### src/design/mtg_pkg.sv
`default_nettype none
// ----------------------------------------------------------------------------
// mtg_pkg
// Shared types, constants and helper functions of the MT19937 generator.
// ----------------------------------------------------------------------------
package mtg_pkg;

  localparam int WORD_W          = 32;
  localparam int CNT_W           = 7;
  localparam int ADDR_W          = 10;
  localparam int MT_N            = 624;
  localparam int MT_M            = 397;
  localparam int SEED_SHIFT      = 30;
  localparam int MAX_BURST_DEF   = 64;
  localparam int QUEUE_DEPTH_DEF = 2;

  localparam logic [WORD_W-1:0] MT_MULT   = 32'd1812433253;
  localparam logic [WORD_W-1:0] MT_MATRIX = 32'h9908_B0DF;
  localparam logic [WORD_W-1:0] MT_UPPER  = 32'h8000_0000;
  localparam logic [WORD_W-1:0] MT_LOWER  = 32'h7FFF_FFFF;
  localparam logic [WORD_W-1:0] TEMPER_B  = 32'h9D2C_5680;
  localparam logic [WORD_W-1:0] TEMPER_C  = 32'hEFC6_0000;

  typedef struct packed {
    logic              reseed;
    logic [WORD_W-1:0] seed;
    logic [CNT_W-1:0]  count;
  } req_t;

  function automatic logic [WORD_W-1:0] temper(input logic [WORD_W-1:0] x);
    logic [WORD_W-1:0] y;
    y = x;
    y = y ^ (y >> 11);
    y = y ^ ((y << 7) & TEMPER_B);
    y = y ^ ((y << 15) & TEMPER_C);
    y = y ^ (y >> 18);
    return y;
  endfunction

  // next index, wrapping at the end of the state
  function automatic logic [ADDR_W-1:0] wrap_inc(input logic [ADDR_W-1:0] a);
    logic [ADDR_W-1:0] r;
    if (a == ADDR_W'(MT_N - 1)) begin
      r = '0;
    end else begin
      r = a + ADDR_W'(1);
    end
    return r;
  endfunction

  // index plus the twist offset, wrapped
  function automatic logic [ADDR_W-1:0] wrap_add_m(input logic [ADDR_W-1:0] a);
    logic [ADDR_W:0] s;
    logic [ADDR_W-1:0] r;
    s = {1'b0, a} + (ADDR_W + 1)'(MT_M);
    if (s >= (ADDR_W + 1)'(MT_N)) begin
      r = ADDR_W'(s - (ADDR_W + 1)'(MT_N));
    end else begin
      r = ADDR_W'(s);
    end
    return r;
  endfunction

endpackage
`default_nettype wire

### src/design/mtg_queue.sv
`default_nettype none
// ----------------------------------------------------------------------------
// mtg_queue
// Short request queue between intake and the generator engine.
// ----------------------------------------------------------------------------
module mtg_queue #(
  parameter int DEPTH = mtg_pkg::QUEUE_DEPTH_DEF
) (
  input  wire logic          clk,
  input  wire logic          rst_n,
  input  wire logic          push,
  input  wire mtg_pkg::req_t push_data,
  output logic               full,
  input  wire logic          pop,
  output mtg_pkg::req_t      pop_data,
  output logic               empty
);

  localparam int PTR_W = $clog2(DEPTH);
  localparam int CNT_W = $clog2(DEPTH + 1);

  mtg_pkg::req_t     slot_r [DEPTH];
  logic [PTR_W-1:0]  wr_ptr_r, wr_ptr_nxt;
  logic [PTR_W-1:0]  rd_ptr_r, rd_ptr_nxt;
  logic [CNT_W-1:0]  fill_r, fill_nxt;
  logic              do_push, do_pop;

  assign full     = (fill_r == CNT_W'(DEPTH));
  assign empty    = (fill_r == '0);
  assign pop_data = slot_r[rd_ptr_r];
  assign do_push  = push && !full;
  assign do_pop   = pop && !empty;

  always_comb begin
    wr_ptr_nxt = wr_ptr_r;
    rd_ptr_nxt = rd_ptr_r;
    fill_nxt   = fill_r;
    if (do_push) begin
      wr_ptr_nxt = (wr_ptr_r == PTR_W'(DEPTH - 1)) ? '0 : wr_ptr_r + PTR_W'(1);
    end
    if (do_pop) begin
      rd_ptr_nxt = (rd_ptr_r == PTR_W'(DEPTH - 1)) ? '0 : rd_ptr_r + PTR_W'(1);
    end
    if (do_push && !do_pop) begin
      fill_nxt = fill_r + CNT_W'(1);
    end else if (do_pop && !do_push) begin
      fill_nxt = fill_r - CNT_W'(1);
    end
  end

  always_ff @(posedge clk) begin
    if (!rst_n) begin
      wr_ptr_r <= '0;
      rd_ptr_r <= '0;
      fill_r   <= '0;
    end else begin
      wr_ptr_r <= wr_ptr_nxt;
      rd_ptr_r <= rd_ptr_nxt;
      fill_r   <= fill_nxt;
    end
  end

  always_ff @(posedge clk) begin
    if (do_push) begin
      slot_r[wr_ptr_r] <= push_data;
    end
  end

`ifndef SYNTHESIS
  a_fill_bound: assert property (@(posedge clk) disable iff (!rst_n)
    fill_r <= CNT_W'(DEPTH))
    else $error("queue fill above depth");

  a_pop_order: assert property (@(posedge clk) disable iff (!rst_n)
    (do_pop && !do_push && fill_r == CNT_W'(1)) |=> empty)
    else $error("queue not empty after last pop");

  a_push_order: assert property (@(posedge clk) disable iff (!rst_n)
    (do_push && !do_pop) |=> !empty)
    else $error("queue empty after push");
`endif

endmodule
`default_nettype wire

### config.mk
export PLATFORM = sky130hd
export DESIGN_NAME = mtg_queue
export DESIGN_NICKNAME = d
export VERILOG_FILES = /design/src/design/mtg_pkg.sv /design/src/design/mtg_queue.sv
export SDC_FILE = /design/constraint.sdc
export NUM_CORES = 1
export LEC_CHECK = 0
export ABC_CLOCK_PERIOD_IN_PS = 3100
export BUFFER_PORTS_ARGS = -buffer_cell sky130_fd_sc_hd__buf_2
export CAP_MARGIN = 10
export CORE_AREA = 2 2 59 116
export CTS_CLUSTER_SIZE = 12
export DETAILED_ROUTE_END_ITERATION = 7
export DIE_AREA = 0 0 61 118
export PLACE_DENSITY = 0.83
export SKIP_CTS_REPAIR_TIMING = 1
export SLEW_MARGIN = 20
export SYNTH_ARGS = -nofsm -noshare
export SYNTH_HDL_FRONTEND = slang
export SYNTH_SLANG_ARGS = --single-unit
export TNS_END_PERCENT = 30
### constraint.sdc
create_clock -name clk -period 3.1 [get_ports clk]
set_input_delay 0.155 -clock clk [delete_from_list [all_inputs] [get_ports clk]]
set_output_delay 0.155 -clock clk [all_outputs]
set_load 0.005 [all_outputs]
==> out/results.txt, run 1 <==
FILL cells: 476
num ports: 86
post-layout minimum cycle time: 2.03 ns
number of global-route vias before repair: 1699
DRT antenna net count: 0
maximum operating frequency: 494 MHz
# port buffers: 85
Switching Share: 0.237
Power Density: 822 nW/um^2
syn_nets: 194
worst path cell trace: mux2_2 -> buf_2
DR DRC count: 0
total track usage: 0.155
Distinct cells, synth: 20
sequential power share: 0.485
# H-tree levels: 3
initial antenna violation count: 0
area grow syn2layout: 26.5%
Hold Path Depth: 1
Slew Viols, Final: 0
hpwl dp: 3480 um
Peak VDD IR: 0.504 mV
clk slew on worst S/H paths: 0.06 ns
1st-pass router iterations: 4
post-layout net count: 288
CTS Sinks: 85
Synth Instances: 149
CTS Root Cell: clkbuf_16
Vias: 1628
total of max-cap violations: 0
Netlist Area Pre-Place: 3110 um^2
crit path kind: reg2out
FF-to-FF path depth: 2
Wirelength per Cell: 15.4 um
Worst slew margin: 0.360
Inserted Clock Buffers: 9
leakage power total: 1.48 nW
Sw Pwr: 0.000767 W
CP peak stage delay: 0.96 ns
Final Skew: 0.00566 ns
internal power of the cells: 0.00246 W
mean post-synth cell area: 20.9 um^2
via/cell ratio: 4.87
CP Data Required Time: 2.94 ns
Die ar.: 7200 um^2
Placer Congestion: 0.666
slew of the pin with the lowest slew margin: 0.961 ns
Worst setup SP type: flop
share of post-route cells with drive strength above 1: 0.573
first-pass GRT wire length: 7780 um
CTS tree: yes
YS warnings: 0
clock share of power: 0.316
DRT iter0 DRCs: 58
Die X: 61 um
final setup fails: 0
TNS Setup: 0 ns
largest net degree at the start of global routing: 41
Max clock buf depth: 2
height of the die: 118 um
Antenna Cells: 0
area of the multi-input gates: 584 um^2
sequential share of the synthesized area: 0.805
CP endpoint kind: primary output
RSZ-0062 raised after global routing: false
peak fanout along the critical path: 40
total grt overflow: 0
flops & latches, synth: 85
core footprint: 6310 um^2
Hold Vio Cnt, Final: 0
combinational share of power: 0.200
Hold Crit Class: in2reg
Crit-path slowest cell: dfxtp_2
status: finished, final reports clean
Worst EP arrival: 1.87 ns
worst-skew pair later-pin latency: 0.33 ns
Cell Rows: 41
final wirelength: 5130 um
Initial Util: 0.492
Core Util, Final: 0.623
Period Utilization, post-route: 0.653
FF+latch area: 2500 um^2
## through the flow
| stage | hold WS, ns | area, um^2 | power (W) | worst slack, ns | std cells |
|---|---|---|---|---|---|
| final | 0.0126 | 3930 | 0.00323 | 1.07 | 334 |
| after global routing | 0.00292 | 3930 | 0.00339 | 0.975 | 334 |
| after CTS | -0.00196 | 3930 | 0.00328 | 1.03 | 334 |
| after detailed placement | 0.348 | 3640 | 0.00225 | 1.28 | 318 |
| after global placement | 0.343 | 3640 | 0.00222 | 1.32 | 318 |
| after floorplan | 0.254 | 3110 | 0.00195 | 0.487 | 149 |
## kinds of logic after synthesis
family / Yosys count / share of synthesized area
simple gates: 9 / 0.0177
mux: 40 / 0.145
fa+ha+maj: 1 / 0.00403
buf+inv: 6 / 0.00886
flops: 85 / 0.805
compound gates: 5 / 0.0105
xor+xnor: 3 / 0.00846
## flip-flops by register name, indices dropped and copies added, names as in the netlist, named ones only
| register | flops |
|---|---|
| slot_r | 80 |
| fill_r | 2 |
| rd_ptr_r | 1 |
| wr_ptr_r | 1 |
## power groups by stage
| stage | registers, W | clock network [W] | logic [W] |
|---|---|---|---|
| 2_1_floorplan | 0.00151 | 0 | 0.000444 |
| 3_3_place_gp | 0.00158 | 0 | 0.000644 |
| 3_5_place_dp | 0.00159 | 0 | 0.000655 |
| 4_1_cts | 0.00157 | 0.00105 | 0.000660 |
| 5_1_grt | 0.00159 | 0.00109 | 0.000713 |
| 6_report | 0.00157 | 0.00102 | 0.000645 |
## Yosys cell counts (all sizes together)
cell type / count / area share
edfxtp: 80 / 0.77
mux2: 40 / 0.14
dfxtp: 5 / 0.032
buf: 4 / 0.0064
and2: 3 / 0.0060
a21boi: 2 / 0.0048
inv: 2 / 0.0024
nor2: 2 / 0.0024
o21ai: 2 / 0.0032
xnor2: 2 / 0.0056
and3: 1 / 0.0020
ha: 1 / 0.0040
nand2b: 1 / 0.0020
nor3: 1 / 0.0032
o21a: 1 / 0.0024
or3: 1 / 0.0020
xor2: 1 / 0.0028
## path summary, 6_finish.rpt
kind,slack [ns],startpoint,end
hold / removal,0.01,push_data[10],slot_r[1][10]
setup reg to reg,1.30,fill_r[0],slot_r[1][15]
hold reg to reg,0.52,fill_r[1],fill_r[1]
setup / recovery,1.07,flop,pop_data[18]
## layer usage
layer  up-vias  GRT usage  share of wire  routed length (um)
li1        771          -              -                   -
met1       795      0.148           0.35                1780
met2        54      0.268           0.58                2960
met3         8     0.0648          0.057                 294
met4         0     0.0747          0.019                  99
met5         -          0              0                   0
## cell usage in the layout (no fill, tap or decap)
cell type  netlist  layout
and3_2           0       1
nor2_1           2       2
clkbuf_16        0       9
ha_1             1       1
inv_1            1       1
dfxtp_1          5       4
xor2_1           1       1
o21a_1           1       1
nor3_4           0       1
clkbuf_8         0       1
a21boi_0         1       1
buf_2            4      85
buf_4            0       2
dfxtp_2          0       1
clkinv_1         0       1
clkbuf_1         0       4
o21ai_1          1       1
inv_2            1       1
bufinv_16        0       1
o21ai_0          1       1
or3_1            1       1
and2_1           3       3
a21boi_1         1       1
edfxtp_1        80      80
xnor2_1          2       2
nand2b_1         1       1
mux2_2          40      40
## layout make-up
cell class,instances,share of cell area
Tap cell,86,0.0274
Clock buffer,14,0.0646
Multi-Input combinational cell,58,0.149
Timing Repair Buffer,87,0.112
Sequential cell,85,0.637
Inverter,2,0.00191
Clock inverter,2,0.00859
## worst max-delay path: cells and delay by family, from the launching register on
kind                   cells  cell delay, ns
buffers and inverters      1            0.13
multiplexers               1            0.44
flip-flops                 1            0.96
Note: power is estimated with default switching activity, not from simulation.
==> run 2: changes to the inputs <==
ABC_CLOCK_PERIOD_IN_PS = 2000   (was 3100)
clock period = 2 ns   (was 3.1 ns; I/O delays follow)
==> run 2 against run 1 <==
Non-clock buffer count rose by 44. Via count rose by 9.2%. Clock power grew 63%. Hold slack improved by 0.021 ns. Final area grew 12%. Wire length increased by 11%. Worst setup slack got worse by 0.65 ns. First-iteration DRC count down 6.9%. Flip-flop and latch count unchanged. Global-route usage rose by 0.13 points. Clock-buffer cell count decreased by 3. Critical endpoint is now pop_data[23].
==> out/results.txt, run 2 (synthesized netlist as in run 1, its figures left out) <==
status: finished, final reports clean
DRT antenna net count: 0 (unchanged)
Die X: 61 um (unchanged)
CP Data Required Time: 1.90 ns (-1.04 ns)
Max clock buf depth: 2 (unchanged)
most frequent cells in the layout: buf_2, edfxtp_1, mux2_2, dlygate4sd3_1, clkbuf_16
Wirelength per Cell: 15.1 um (-1.9%)
area grow syn2layout: 41.3%
# H-tree levels: 3 (unchanged)
reg2reg start: fill_r[1]
Placer Congestion: 0.741 (+11%)
Worst setup SP type: flop
Crit-path slowest cell: mux2_2
number of global-route vias before repair: 1705 (+0.35%)
area of the multi-input gates: 592 um^2 (+1.3%)
hpwl dp: 3650 um (+4.9%)
total track usage: 0.156 (+0.00132)
Period Utilization, post-route: 0.788
total of max-cap violations: 0 (unchanged)
final setup fails: 0 (unchanged)
total grt overflow: 0 (unchanged)
post-layout net count: 332 (+15%)
Cell Rows: 41 (unchanged)
final wirelength: 5690 um (+11%)
Core Util, Final: 0.696 (+0.0728)
clk slew on worst S/H paths: 0.05 ns (about the same)
CTS Sinks: 85 (unchanged)
leakage power total: 1.69 nW (+14%)
Largest register FFs: 80 (unchanged)
via/cell ratio: 4.70 (-3.6%)
maximum operating frequency: 634 MHz
Hold Vio Cnt, Final: 0 (unchanged)
Slew Viols, Final: 0 (unchanged)
first-pass GRT wire length: 7650 um (-1.6%)
height of the die: 118 um (unchanged)
GR met2 Demand/Resource: 0.280 (+0.0114)
num ports: 86 (unchanged)
worst path cell trace: buf_4 -> mux2_2 -> buf_2
DRT iter0 DRCs: 54 (-6.9%)
Inserted Clock Buffers: 9 (unchanged)
core footprint: 6310 um^2 (unchanged)
Worst EP arrival: 1.48 ns (-0.39 ns)
1st-pass router iterations: 4 (unchanged)
worst-skew pair later-pin latency: 0.33 ns (about the same)
share of post-route cells with drive strength above 1: 0.517 (-0.0555)
worst hold margin: 0.0331 ns (+0.0205 ns)
largest net degree at the start of global routing: 25 (-39%)
RSZ-0062 raised after global routing: false
slew of the pin with the lowest slew margin: 0.324 ns (-0.637 ns)
Die ar.: 7200 um^2 (unchanged)
CTS Root Cell: clkbuf_16
Total Power: 0.00520 W (+61%)
DR DRC count: 0 (unchanged)
Initial Util: 0.492 (unchanged)
CTS tree: yes
Vias: 1777 (+9.2%)
met1 usage: 0.128 (-0.0201)
Worst slew margin: 0.784 (+0.425)
Hold Crit Class: in2reg
post-layout minimum cycle time: 1.58 ns
initial antenna violation count: 0 (unchanged)
Antenna Cells: 0 (unchanged)
FILL cells: 419 (-12%)
met3 Track Usage GR: 0.0615 (-0.00330)
Largest Register: slot_r
hold wc startpoint: rst_n
Peak VDD IR: 0.756 mV (+50%)
# port buffers: 85 (unchanged)
Design Area, Final: 4390 um^2 (+12%)
CP peak stage delay: 0.39 ns (-0.57 ns)
FF+latch area: 2500 um^2 (about the same)
peak fanout along the critical path: 24 (-40%)
biggest regs: slot_r (80), fill_r (2)
Post-DP Area: 3680 um^2 (+1.1%)
TNS Setup: 0 ns (unchanged)
most common cell after layout, fill and taps aside: buf_2
Final Skew: 0.00215 ns (-0.00351 ns)
Power Density: 1180 nW/um^2 (+44%)
CP endpoint kind: primary output
crit path kind: reg2out
Top Usage Layer GRT: met2
==> run 2: changes by cell type in the layout (fill, tap and decap cells not counted), sizes merged <==
cell	before	now
clkinv	1	3
buf	87	91
dlygate4sd3	0	40
clkbuf	14	11
bufinv	1	2
==> run 2: report_power, final <==
group / switching (W) / total, W / internal [W]
Sequential: 0.0000776 / 0.00232 / 0.00224
Combinational: 0.000560 / 0.00122 / 0.000659
Clock: 0.000578 / 0.00166 / 0.00109
Total: 0.00122 / 0.00520 / 0.00399
==> run 2: through the flow <==
stage / cells / setup WS [ns]
after CTS: 338 / 0.380
after floorplan: 149 / 0.0230
final: 378 / 0.423
after global routing: 378 / 0.350
after detailed placement: 322 / 0.474
after global placement: 322 / 0.541
==> run 2: routing by layer <==
metal / routed length, um / up-vias
met5: 0 / -
met4: 182 / 0
met3: 228 / 14
met2: 3410 / 50
met1: 1870 / 854
li1: - / 859
==> run 2: layout make-up <==
type                    instances  area share
clock buffers                  11      0.0530
clock inverters                 5      0.0171
inverters                       2     0.00171
multi-input cells              58       0.135
flip-flops and latches         85       0.571
well taps                      86      0.0245
repair buffers                131       0.198
==> run 2: path summary, 6_finish.rpt <==
path / endpoint / slack, ns / cells past startpoint
worst min-delay path: wr_ptr_r / 0.03 / 2
worst max register to register: fill_r[1] / 0.48 / 6
worst min register to register: fill_r[1] / 0.57 / 2
worst max-delay path: pop_data[23] / 0.42 / 3
==> run 2: critical path, delay by kind of cell (launching register included) <==
kind / cells / cell delay (ns)
multiplexers: 1 / 0.39
buffers and inverters: 2 / 0.43
flip-flops: 1 / 0.32
